## config.mk

```make
export PLATFORM = sky130hd
export DESIGN_NAME = keyword_recognizer_unit_flat
export DESIGN_NICKNAME = d
export VERILOG_FILES = /design/src/kwr_pkg.sv /design/src/kwr_if.sv /design/src/kwr_collect.sv /design/src/kwr_match.sv /design/src/keyword_recognizer_unit.sv /design/src/flat_wrapper.sv
export SDC_FILE = /design/constraint.sdc
export NUM_CORES = 1
export LEC_CHECK = 0
export ABC_AREA = 1
export BUFFER_PORTS_ARGS = -buffer_cell sky130_fd_sc_hd__buf_2
export CORE_MARGIN = 4
export CORE_UTILIZATION = 55
export CTS_BUF_LIST = sky130_fd_sc_hd__clkbuf_16
export CTS_CLUSTER_DIAMETER = 50
export DETAILED_ROUTE_END_ITERATION = 7
export GPL_TIMING_DRIVEN = 1
export PLACE_DENSITY = 0.72
export REMOVE_ABC_BUFFERS = 1
export SLEW_MARGIN = 20
export SYNTH_ARGS = -nofsm -noshare
export SYNTH_HDL_FRONTEND = slang
export SYNTH_SLANG_ARGS = --single-unit
export TNS_END_PERCENT = 10
```

## constraint.sdc

```tcl
create_clock -name clock -period 6.05 [get_ports clock]
set_clock_uncertainty 0.15 [all_clocks]
set_input_delay 0.3025 -clock clock [delete_from_list [all_inputs] [get_ports clock]]
set_output_delay 0.3025 -clock clock [all_outputs]
set_load 0.005 [all_outputs]
```

## src/kwr_pkg.sv

```systemverilog
// ----------------------------------------------------------------------------
// kwr_pkg: keyword recogniser shared definitions
// Types, character constants and the reserved word table used by the
// word collector and the matcher.
// ----------------------------------------------------------------------------
package kwr_pkg;

   localparam int MaxKeywordLenDefault = 9;
   localparam int KwCount              = 46;
   localparam int KwMin                = 2;
   localparam int KwMax                = 9;
   localparam int CodeWidth            = 6;

   localparam logic [7:0] UpperA     = 8'd65;
   localparam logic [7:0] UpperZ     = 8'd90;
   localparam logic [7:0] CaseOffset = 8'd32;

   // Text packed right-justified: character i of a word of length L sits at
   // bits [(L-1-i)*8 +: 8].
   localparam logic [KwMax*8-1:0] KwText [KwCount] = '{
      "do", "if", "in", "of", "or", "to",
      "and", "div", "end", "for", "mod", "nil", "not", "set", "var",
      "byte", "case", "char", "else", "file", "goto", "real", "then",
      "true", "type", "with", "word",
      "array", "begin", "const", "false", "label", "until", "while",
      "downto", "packed", "record", "repeat",
      "boolean", "integer", "longint", "program",
      "cardinal", "function", "shortint",
      "procedure"
   };

   localparam int KwLen [KwCount] = '{
      2, 2, 2, 2, 2, 2,
      3, 3, 3, 3, 3, 3, 3, 3, 3,
      4, 4, 4, 4, 4, 4, 4, 4,
      4, 4, 4, 4,
      5, 5, 5, 5, 5, 5, 5,
      6, 6, 6, 6,
      7, 7, 7, 7,
      8, 8, 8,
      9
   };

   // Status of the completed word waiting for lookup
   typedef struct packed {
      logic valid;
      logic too_long;
   } snap_ctl_type;

endpackage

```

## src/kwr_if.sv

```systemverilog
// ----------------------------------------------------------------------------
// kwr_req_if / kwr_rsp_if: keyword recogniser channels
// Valid/ready channels for incoming characters and outgoing token codes.
// ----------------------------------------------------------------------------
interface kwr_req_if;
   logic       valid;
   logic       ready;
   logic [7:0] char_byte;
   logic       word_last;

   modport source (output valid, output char_byte, output word_last, input ready);
   modport sink   (input valid, input char_byte, input word_last, output ready);
endinterface

interface kwr_rsp_if;
   logic                         valid;
   logic                         ready;
   logic [kwr_pkg::CodeWidth-1:0] token_code;
   logic                         is_reserved;

   modport source (output valid, output token_code, output is_reserved, input ready);
   modport sink   (input valid, input token_code, input is_reserved, output ready);
endinterface

```

## src/kwr_collect.sv

```systemverilog
// ----------------------------------------------------------------------------
// kwr_collect: word collector
// Folds case, stores the bytes of the current word and hands a finished
// word to the matcher through a snapshot register.
// ----------------------------------------------------------------------------
module kwr_collect #(
   parameter  int MaxKeywordLen = kwr_pkg::MaxKeywordLenDefault,
   localparam int LenW          = $clog2(MaxKeywordLen + 1)
) (
   input  logic                             clock,
   input  logic                             reset,
   kwr_req_if.sink                          req_chan,
   input  logic                             advance,
   output kwr_pkg::snap_ctl_type            snap_ctl,
   output logic [MaxKeywordLen-1:0][7:0]    snap_word,
   output logic [LenW-1:0]                  snap_len
);

   logic [MaxKeywordLen-1:0][7:0] store_ff, store_in;
   logic [LenW-1:0]               len_ff, len_in;
   logic                          long_ff, long_in;
   logic [MaxKeywordLen-1:0][7:0] snap_word_ff;
   logic [LenW-1:0]               snap_len_ff, snap_len_in;
   logic                          snap_long_ff, snap_long_in;
   logic                          snap_valid_ff, snap_valid_in;
   logic                          accept;
   logic                          has_room;
   logic [7:0]                    char_fold;

   assign req_chan.ready = !snap_valid_ff || advance;
   assign accept         = req_chan.valid && req_chan.ready;
   assign has_room       = len_ff < LenW'(MaxKeywordLen);

   always_comb begin
      char_fold = req_chan.char_byte;
      if (req_chan.char_byte >= kwr_pkg::UpperA && req_chan.char_byte <= kwr_pkg::UpperZ) begin
         char_fold = req_chan.char_byte + kwr_pkg::CaseOffset;
      end
      for (int i = 0; i < MaxKeywordLen; i++) begin
         store_in[i] = (has_room && len_ff == LenW'(i)) ? char_fold : store_ff[i];
      end
      snap_len_in  = has_room ? len_ff + LenW'(1) : len_ff;
      snap_long_in = long_ff || !has_room;

      len_in        = len_ff;
      long_in       = long_ff;
      snap_valid_in = advance ? 1'b0 : snap_valid_ff;
      if (accept) begin
         if (req_chan.word_last) begin
            len_in        = '0;
            long_in       = 1'b0;
            snap_valid_in = 1'b1;
         end else begin
            len_in  = snap_len_in;
            long_in = snap_long_in;
         end
      end
   end

   always_ff @(posedge clock) begin
      if (reset) begin
         len_ff        <= '0;
         long_ff       <= 1'b0;
         snap_valid_ff <= 1'b0;
      end else begin
         len_ff        <= len_in;
         long_ff       <= long_in;
         snap_valid_ff <= snap_valid_in;
      end
   end

   // Payload: no reset
   always_ff @(posedge clock) begin
      if (accept) begin
         store_ff <= store_in;
      end
      if (accept && req_chan.word_last) begin
         snap_word_ff <= store_in;
         snap_len_ff  <= snap_len_in;
         snap_long_ff <= snap_long_in;
      end
   end

   assign snap_ctl.valid    = snap_valid_ff;
   assign snap_ctl.too_long = snap_long_ff;
   assign snap_word         = snap_word_ff;
   assign snap_len          = snap_len_ff;

endmodule

```

## src/kwr_match.sv

```systemverilog
// ----------------------------------------------------------------------------
// kwr_match: reserved word matcher
// Compares the finished word with every reserved word in parallel and
// holds the token code in the result register.
// ----------------------------------------------------------------------------
module kwr_match #(
   parameter  int MaxKeywordLen = kwr_pkg::MaxKeywordLenDefault,
   localparam int LenW          = $clog2(MaxKeywordLen + 1)
) (
   input  logic                             clock,
   input  logic                             reset,
   input  kwr_pkg::snap_ctl_type            snap_ctl,
   input  logic [MaxKeywordLen-1:0][7:0]    snap_word,
   input  logic [LenW-1:0]                  snap_len,
   output logic                             advance,
   kwr_rsp_if.source                        rsp_chan
);

   logic                           rsp_valid_ff, rsp_valid_in;
   logic [kwr_pkg::CodeWidth-1:0]  code_ff, code_in;
   logic                           hit;

   always_comb begin
      code_in = '0;
      // Walk the table backwards so the earliest entry wins
      for (int k = kwr_pkg::KwCount - 1; k >= 0; k--) begin
         hit = (snap_len == LenW'(kwr_pkg::KwLen[k]));
         for (int i = 0; i < kwr_pkg::KwMax; i++) begin
            if (i < kwr_pkg::KwLen[k]) begin
               if (snap_word[i] != kwr_pkg::KwText[k][(kwr_pkg::KwLen[k] - 1 - i) * 8 +: 8]) begin
                  hit = 1'b0;
               end
            end
         end
         if (hit) begin
            code_in = kwr_pkg::CodeWidth'(k + 1);
         end
      end
      if (snap_ctl.too_long || snap_len < LenW'(kwr_pkg::KwMin)
          || snap_len > LenW'(kwr_pkg::KwMax)) begin
         code_in = '0;
      end
   end

   assign advance      = !rsp_valid_ff || rsp_chan.ready;
   assign rsp_valid_in = advance ? snap_ctl.valid : rsp_valid_ff;

   always_ff @(posedge clock) begin
      if (reset) begin
         rsp_valid_ff <= 1'b0;
      end else begin
         rsp_valid_ff <= rsp_valid_in;
      end
   end

   always_ff @(posedge clock) begin
      if (advance && snap_ctl.valid) begin
         code_ff <= code_in;
      end
   end

   assign rsp_chan.valid       = rsp_valid_ff;
   assign rsp_chan.token_code  = code_ff;
   assign rsp_chan.is_reserved = (code_ff != '0);

endmodule

```

## src/keyword_recognizer_unit.sv

```systemverilog
// ----------------------------------------------------------------------------
// keyword_recognizer_unit: reserved word lookup
// Takes one word as a stream of characters and returns one token code per
// word: 0 for an identifier, 1..46 for a reserved word in table order.
//
// Channels: req_chan carries one character per item (char_byte) with
// word_last set on the final character; rsp_chan carries one item per word
// (token_code, is_reserved). Both are valid/ready; an item moves on a rising
// edge with valid and ready high.
// Throughput: one character per cycle while rsp_chan takes tokens, including
// back-to-back words; the collector, a snapshot register and the result
// register each hold one stage, so a new word starts while the previous
// one is still being looked up. The snapshot register takes the word at
// the edge that accepts its final character; the parallel compare then
// loads the result register, which offers the token on rsp_chan.
// Stall: while rsp_chan is held off the result stays put; the next finished
// word waits in the snapshot register, and once both are full req_chan.ready
// drops for every character until rsp_chan.ready returns.
// Reset (synchronous, active high): empties both stages and clears the
// length count and overflow mark; the character store needs no clearing.
// ----------------------------------------------------------------------------
module keyword_recognizer_unit #(
   parameter int MaxKeywordLen = kwr_pkg::MaxKeywordLenDefault
) (
   input  logic       clock,
   input  logic       reset,
   kwr_req_if.sink    req_chan,
   kwr_rsp_if.source  rsp_chan
);

   localparam int LenW = $clog2(MaxKeywordLen + 1);

   kwr_pkg::snap_ctl_type          snap_ctl;
   logic [MaxKeywordLen-1:0][7:0]  snap_word;
   logic [LenW-1:0]                snap_len;
   logic                           advance;

   // Fold case, hold the word, snapshot it on the final character
   kwr_collect #(
      .MaxKeywordLen (MaxKeywordLen)
   ) u_collect (
      .clock     (clock),
      .reset     (reset),
      .req_chan  (req_chan),
      .advance   (advance),
      .snap_ctl  (snap_ctl),
      .snap_word (snap_word),
      .snap_len  (snap_len)
   );

   // Compare against the table and register the token
   kwr_match #(
      .MaxKeywordLen (MaxKeywordLen)
   ) u_match (
      .clock     (clock),
      .reset     (reset),
      .snap_ctl  (snap_ctl),
      .snap_word (snap_word),
      .snap_len  (snap_len),
      .advance   (advance),
      .rsp_chan  (rsp_chan)
   );

endmodule

```

## src/flat_wrapper.sv

```systemverilog
// flat-port wrapper written by rule: the top's interface ports become plain ports
module keyword_recognizer_unit_flat 
#(
   parameter int MaxKeywordLen = kwr_pkg::MaxKeywordLenDefault
)
  (clock, reset, req_chan_valid, req_chan_char_byte, req_chan_word_last, req_chan_ready, rsp_chan_valid, rsp_chan_token_code, rsp_chan_is_reserved, rsp_chan_ready);
  kwr_req_if req_chan_i ();
  kwr_rsp_if rsp_chan_i ();
  input  logic clock;
  input  logic reset;
  input wire logic [$bits(req_chan_i.valid)-1:0] req_chan_valid;
  input wire logic [$bits(req_chan_i.char_byte)-1:0] req_chan_char_byte;
  input wire logic [$bits(req_chan_i.word_last)-1:0] req_chan_word_last;
  output wire logic [$bits(req_chan_i.ready)-1:0] req_chan_ready;
  output wire logic [$bits(rsp_chan_i.valid)-1:0] rsp_chan_valid;
  output wire logic [$bits(rsp_chan_i.token_code)-1:0] rsp_chan_token_code;
  output wire logic [$bits(rsp_chan_i.is_reserved)-1:0] rsp_chan_is_reserved;
  input wire logic [$bits(rsp_chan_i.ready)-1:0] rsp_chan_ready;
  assign req_chan_i.valid = req_chan_valid;
  assign req_chan_i.char_byte = req_chan_char_byte;
  assign req_chan_i.word_last = req_chan_word_last;
  assign req_chan_ready = req_chan_i.ready;
  assign rsp_chan_valid = rsp_chan_i.valid;
  assign rsp_chan_token_code = rsp_chan_i.token_code;
  assign rsp_chan_is_reserved = rsp_chan_i.is_reserved;
  assign rsp_chan_i.ready = rsp_chan_ready;
  keyword_recognizer_unit #(.MaxKeywordLen(MaxKeywordLen)) u_core (.clock(clock), .reset(reset), .req_chan(req_chan_i), .rsp_chan(rsp_chan_i));
endmodule
```

* Word level (Yosys, flattened, before mapping)
Index checks and enable logic that the tools add are counted.
Operators by class: $add $sub $neg 2, order comparisons 5, equality and inequality tests 104, muxes and demuxes 260, reduce and logical (&&, ||, !) cells 28
Operator list (count):
- inequality test 8 x 7 -> 1 bit, second input constant | 88
- two-way mux 1 bit | 203
- two-way mux 6 bit | 15
- two-way mux 5 bit | 16
- two-way mux 8 bit | 10
- two-way mux 4 bit | 10
- == test 4 x 3 -> 1 bit, second input constant | 8
- OR reduction 32 bit | 1
- == test 4 x 2 -> 1 bit, second input constant | 4
- OR reduction 16 bit | 1
- logical AND 1 bit | 13
- == test 4 bit, second input constant | 3
- two-way mux 3 bit | 4
- adder 8 x 6 -> 8 bit, second input constant | 1
- greater-or-equal comparator 8 x 7 -> 1 bit, second input constant | 1
- <= comparator 8 x 7 -> 1 bit, second input constant | 1
- OR reduction 8 bit | 1
- nonzero test 6 bit | 1
- logical OR 1 bit | 5
- adder 4 x 1 -> 4 bit, second input constant | 1
- == test 4 x 1 -> 1 bit, second input constant | 1
- > comparator 4 bit, second input constant | 1
- zero test 4 bit | 1
- < comparator 4 x 2 -> 1 bit, second input constant | 1
- other kinds (5) | 8
Storage, ports and cells: register bits 162, output and inout port bits 9, logic and storage cells 429

* Logic depth before layout (Yosys ltp)
word-level depth 56, gate-level depth with buffers 21

* Cells and area by module
Synthesis repeated with hierarchy kept, for this count alone.
Second synthesis, totals: cell total of the unflattened synthesis 964, area, all modules 8580.7 um^2
Modules (own cells, without submodules):
- kwr_collect | instances 1, cells an instance 428, area an instance 5963.2 um^2, sequential area each 4594.4 um^2
- kwr_match | instances 1, cells an instance 536, area an instance 2617.5 um^2, sequential area each 200.2 um^2

* Least setup slack after synthesis
OpenSTA, ideal clock, no wires.
kind input port to flip-flop, start point input port rsp_chan_ready, end point register u_core.u_collect.snap_len_ff[0], in the netlist u_core.u_collect.snap_len[0] (enable), data arrival time 3.894 ns, required time 5.386 ns, slack 1.492 ns, stages 6, cell sequence inv_1 -> nand2_1 -> nor2_1 -> inv_1 -> nand2_1 -> nor2_1
On the way: word-level cells in the longest chain between the ends 4
RTL lines:
- start, declared | RTL line flat_wrapper.sv:18 | input wire logic [$bits(rsp_chan_i.ready)-1:0] rsp_chan_ready;
- logical OR 1 bit | RTL line kwr_match.sv:45 | assign advance = !rsp_valid_ff || rsp_chan.ready;
- logical OR 1 bit | RTL line kwr_collect.sv:30 | assign req_chan.ready = !snap_valid_ff || advance;
- via req_chan_ready | RTL line flat_wrapper.sv:14 | output wire logic [$bits(req_chan_i.ready)-1:0] req_chan_ready;
- logical AND 1 bit | RTL line kwr_collect.sv:31 | assign accept = req_chan.valid && req_chan.ready;
- logical AND 1 bit | RTL line kwr_collect.sv:77 | if (accept && req_chan.word_last) begin
- end signal, assigned | RTL line kwr_collect.sv:79 | snap_len_ff <= snap_len_in;
- end, declared | RTL line kwr_collect.sv:23 | logic [LenW-1:0] snap_len_ff, snap_len_in;
The timed path passes the listed nets, and every way through them passes these cells. A chain may end at the register's enable or synchronous reset.

* Worst setup path after layout
start point register u_core.u_collect.snap_word_ff (netlist bit u_core.u_collect.snap_word[35]), end point register u_core.u_match.code_ff (netlist bit u_core.u_match.rsp_chan.token_code[5]) (data pin)
On the way: word-level cells in the longest chain between the ends 21, elaborated cells between the ends (all ways) 69, those cells by class eq/ne (9); mux (59); reduce/logical (1)
RTL lines:
- start, declared | RTL line kwr_collect.sv:22 | logic [MaxKeywordLen-1:0][7:0] snap_word_ff;
- start signal, assigned | RTL line kwr_collect.sv:78 | snap_word_ff <= store_in;
- inequality test 8 x 7 -> 1 bit | RTL line kwr_match.sv:30 | if (snap_word[i] != kwr_pkg::KwText[k][(kwr_pkg::KwLen[k] - 1 - i) * 8 +: 8]) begin
- two-way mux 1 bit (5 in a row) | RTL line kwr_match.sv:30
- two-way mux 6 bit (15 in a row) | RTL line kwr_match.sv:35 | if (hit) begin
- end signal, assigned | RTL line kwr_match.sv:58 | code_ff <= code_in;
- end, declared | RTL line kwr_match.sv:20 | logic [kwr_pkg::CodeWidth-1:0] code_ff, code_in;
Parallel ways exist; a longest one is shown, timed or not.

==> results.json <==
{
  "outcome": "completed",
  "worstSkewPairLatency_ns": 0.44,
  "grt.overflow.total": 0,
  "port_buffers": 21,
  "yosysWarnings": 0,
  "cts_resized": 0,
  "maxCapViolCount": 0,
  "rr_startpoint": "u_core.u_collect.snap_word[35]",
  "synth_top_family_by_area": "simple AND/OR/NAND/NOR gates",
  "cts_root_buf": "clkbuf_16",
  "synth_flop_cell": "edfxtp_1",
  "post_drt_wl_per_cell_um": 19.8,
  "grt_usage": 0.281,
  "async_flop_share": 0,
  "dp_cells": 1121,
  "synthCells": 925,
  "ios": 22,
  "synth-xor-area-share": 0.00106,
  "design.die.area_um2": 17000,
  "drtAntennaViolNets": 0,
  "drv_slew": 0,
  "hold_violations": 0,
  "row_count": 44,
  "routabilityCongestion": 1.03,
  "vdd_drop_max_mv": 0.268,
  "critPathMaxFanout": 6,
  "period_share": 0.469,
  "final_cell_mix": "nand2_1, edfxtp_1, nor2_1, inv_1, o21ai_0",
  "period_needed_ns": 2.84,
  "n_antenna_cell": 0,
  "nFillCells": 1211,
  "wl_um": 22900,
  "die_h_um": 131,
  "post_synth.cell_area_avg_um2": 8.93,
  "reg2reg_slack_ns": 3.21,
  "critPathKind": "flop to flop",
  "endpoint": "u_core.u_match.rsp_chan.token_code[5]",
  "synth_mux_area_frac": 0,
  "yosysSeqAreaShare": 0.580,
  "grt_pass1_vias": 6329,
  "synth-edff-count": 155,
  "chipWidth_um": 131,
  "ys_types": 39,
  "start_util": 0.564,
  "vias": 6556,
  "grt_pass1_wl_um": 34900,
  "synthAdderAreaFrac": 0.00909,
  "cp-startpoint": "u_core.u_collect.snap_word[35]",
  "drcViolationCount": 0,
  "min_path_type": "primary input to flop",
  "syn-cell-area_um2": 8260,
  "drt-initial-drc-count": 604,
  "final_common_cell": "nand2_1",
  "clock-sinks": 162,
  "fmax_mhz": 352,
  "area_delta_synth_final_pct": 11.4,
  "clkTransAtPathRegs_ns": 0.07,
  "drive_above_1_share": 0.0958,
  "synth-simple-area-share": 0.271,
  "stdcell_count": 1155,
  "cts_tree": "done",
  "critical_path_required_ns": 6.20,
  "cts_max_path_buffers": 2,
  "drtPass1Iterations": 6,
  "place_hpwl_um": 17100,
  "worstMarginPinSlew_ns": 1.05,
  "ff2ff_path_depth": 10,
  "cts_inserted_buffers": 17,
  "setup_viol_count_final": 0,
  "slew_headroom": 0.302,
  "crit_arrival_ns": 2.99,
  "crit_path_end_kind": "flop",
  "fin_setup_tns_ns": 0,
  "grt_max_degree": 79,
  "worstReg2RegEnd": "u_core.u_match.rsp_chan.token_code[5]",
  "antenna_found_initial": 0,
  "nNetsFinal": 977,
  "synth_compound_area_frac": 0.0669,
  "leakage_nw": 3.64,
  "synth-seq-cells": 162,
  "rsz0062_at_grt": "no",
  "powerDensity_nw_per_um2": 281,
  "coreArea_um2": 14600,
  "avgViaCountPerCell": 5.68,
  "htreeDepth": 4,
  "totalPowerFinal_mw": 2.59,
  "crit_path_start_kind": "flop"
}
cell usage after synthesis, drive strengths merged, types with 2 or more instances:
cell,count,area [µm²]
nand3,40,205
nand2,196,761
nor3,37,211
dfxtp,7,140
nor2,164,663
a21oi,7,35.0
ha,6,75.1
o21ai,75,375
o31ai,3,22.5
edfxtp,155,4650
clkbuf,11,41.3
a31oi,7,43.8
inv,147,552
o41ai,2,17.5
nor4,17,125
nand4,38,238
routing by layer:
metal	up-vias	track usage	share of wire
met4	0	0.154	0.054
met5	-	0	0
li1	3200	-	-
met3	70	0.0589	0.061
met2	250	0.451	0.47
met1	3036	0.358	0.41
how the worst min path moves through the flow:
stage | start | end | depth (start not counted)
after floorplan | reset | u_core.u_collect.len_ff[0] | 1
after global placement | u_core.u_collect.long_ff | u_core.u_collect.long_ff | 2
after detailed placement | u_core.u_collect.long_ff | u_core.u_collect.long_ff | 2
after CTS | req_chan_word_last | u_core.u_collect.len_ff[0] | 4
after global routing | req_chan_word_last | u_core.u_collect.len_ff[0] | 4
final | req_chan_word_last | u_core.u_collect.len_ff[1] | 4
report_power, final:
part / leakage, nW / switching, mW / internal (mW)
Combinational: 1.81 / 0.114 / 0.0363
Clock: 0.294 / 0.452 / 0.654
Sequential: 1.54 / 0.0287 / 1.30
Total: 3.64 / 0.594 / 1.99
cell families (layout without fill, tap and decap cells):
logic type,after synthesis,after routing
compound gates,101,101
xor+xnor,1,1
fa+ha+maj,6,6
buf+inv,158,204
flops,162,162
simple gates,497,497
through the flow:
stage	util	hold WS, ns	area, µm²	setup slack [ns]
detailed placement	0.586	0.310	8580	3.31
finish	0.628	0.0270	9200	3.21
CTS	0.628	0.0215	9200	3.29
floorplan	-	0.222	8220	1.49
global placement	0.586	0.301	8580	3.24
global route	0.628	0.0455	9200	3.10
state kept, by name, indices dropped and copies added, names as in the netlist:
| name | cells |
|---|---|
| u_core.u_collect.len_ff | 4 |
| u_core.u_collect.long_ff | 1 |
| u_core.u_collect.snap_len | 4 |
| u_core.u_collect.snap_long_ff | 1 |
| u_core.u_collect.snap_valid_ff | 1 |
| u_core.u_collect.snap_word | 72 |
| u_core.u_collect.store_ff | 72 |
| u_core.u_match.rsp_chan.token_code | 6 |
| u_core.u_match.rsp_chan.valid | 1 |
final cells by class:
class	instances	area (µm²)	share of cell area
Clock buffer	17	425	0.0462
Clock inverter	15	179	0.0194
Inverter	147	552	0.0600
Multi-Input combinational cell	605	2880	0.313
Sequential cell	162	4790	0.521
Tap cell	184	230	0.0250
Timing Repair Buffer	25	140	0.0152
timing repair:
| item | CTS | global route |
|---|---|---|
| hold buffers | 2 | 0 |
| buffers inserted | 0 | 0 |
| hold endpoints to repair | 4 | 0 |
critical path: stages, from the launching register on:
cell and delay, ns:
edfxtp_1 0.48, nor2_1 0.20, nand2_1 0.07, nor2_1 0.12
inv_1 0.10, nor4_1 0.42, nand3_1 0.12, o41ai_1 0.56
nor2_1 0.15, nand2_1 0.14, o2111a_1 0.20
(Power assumes the default switching activity.)
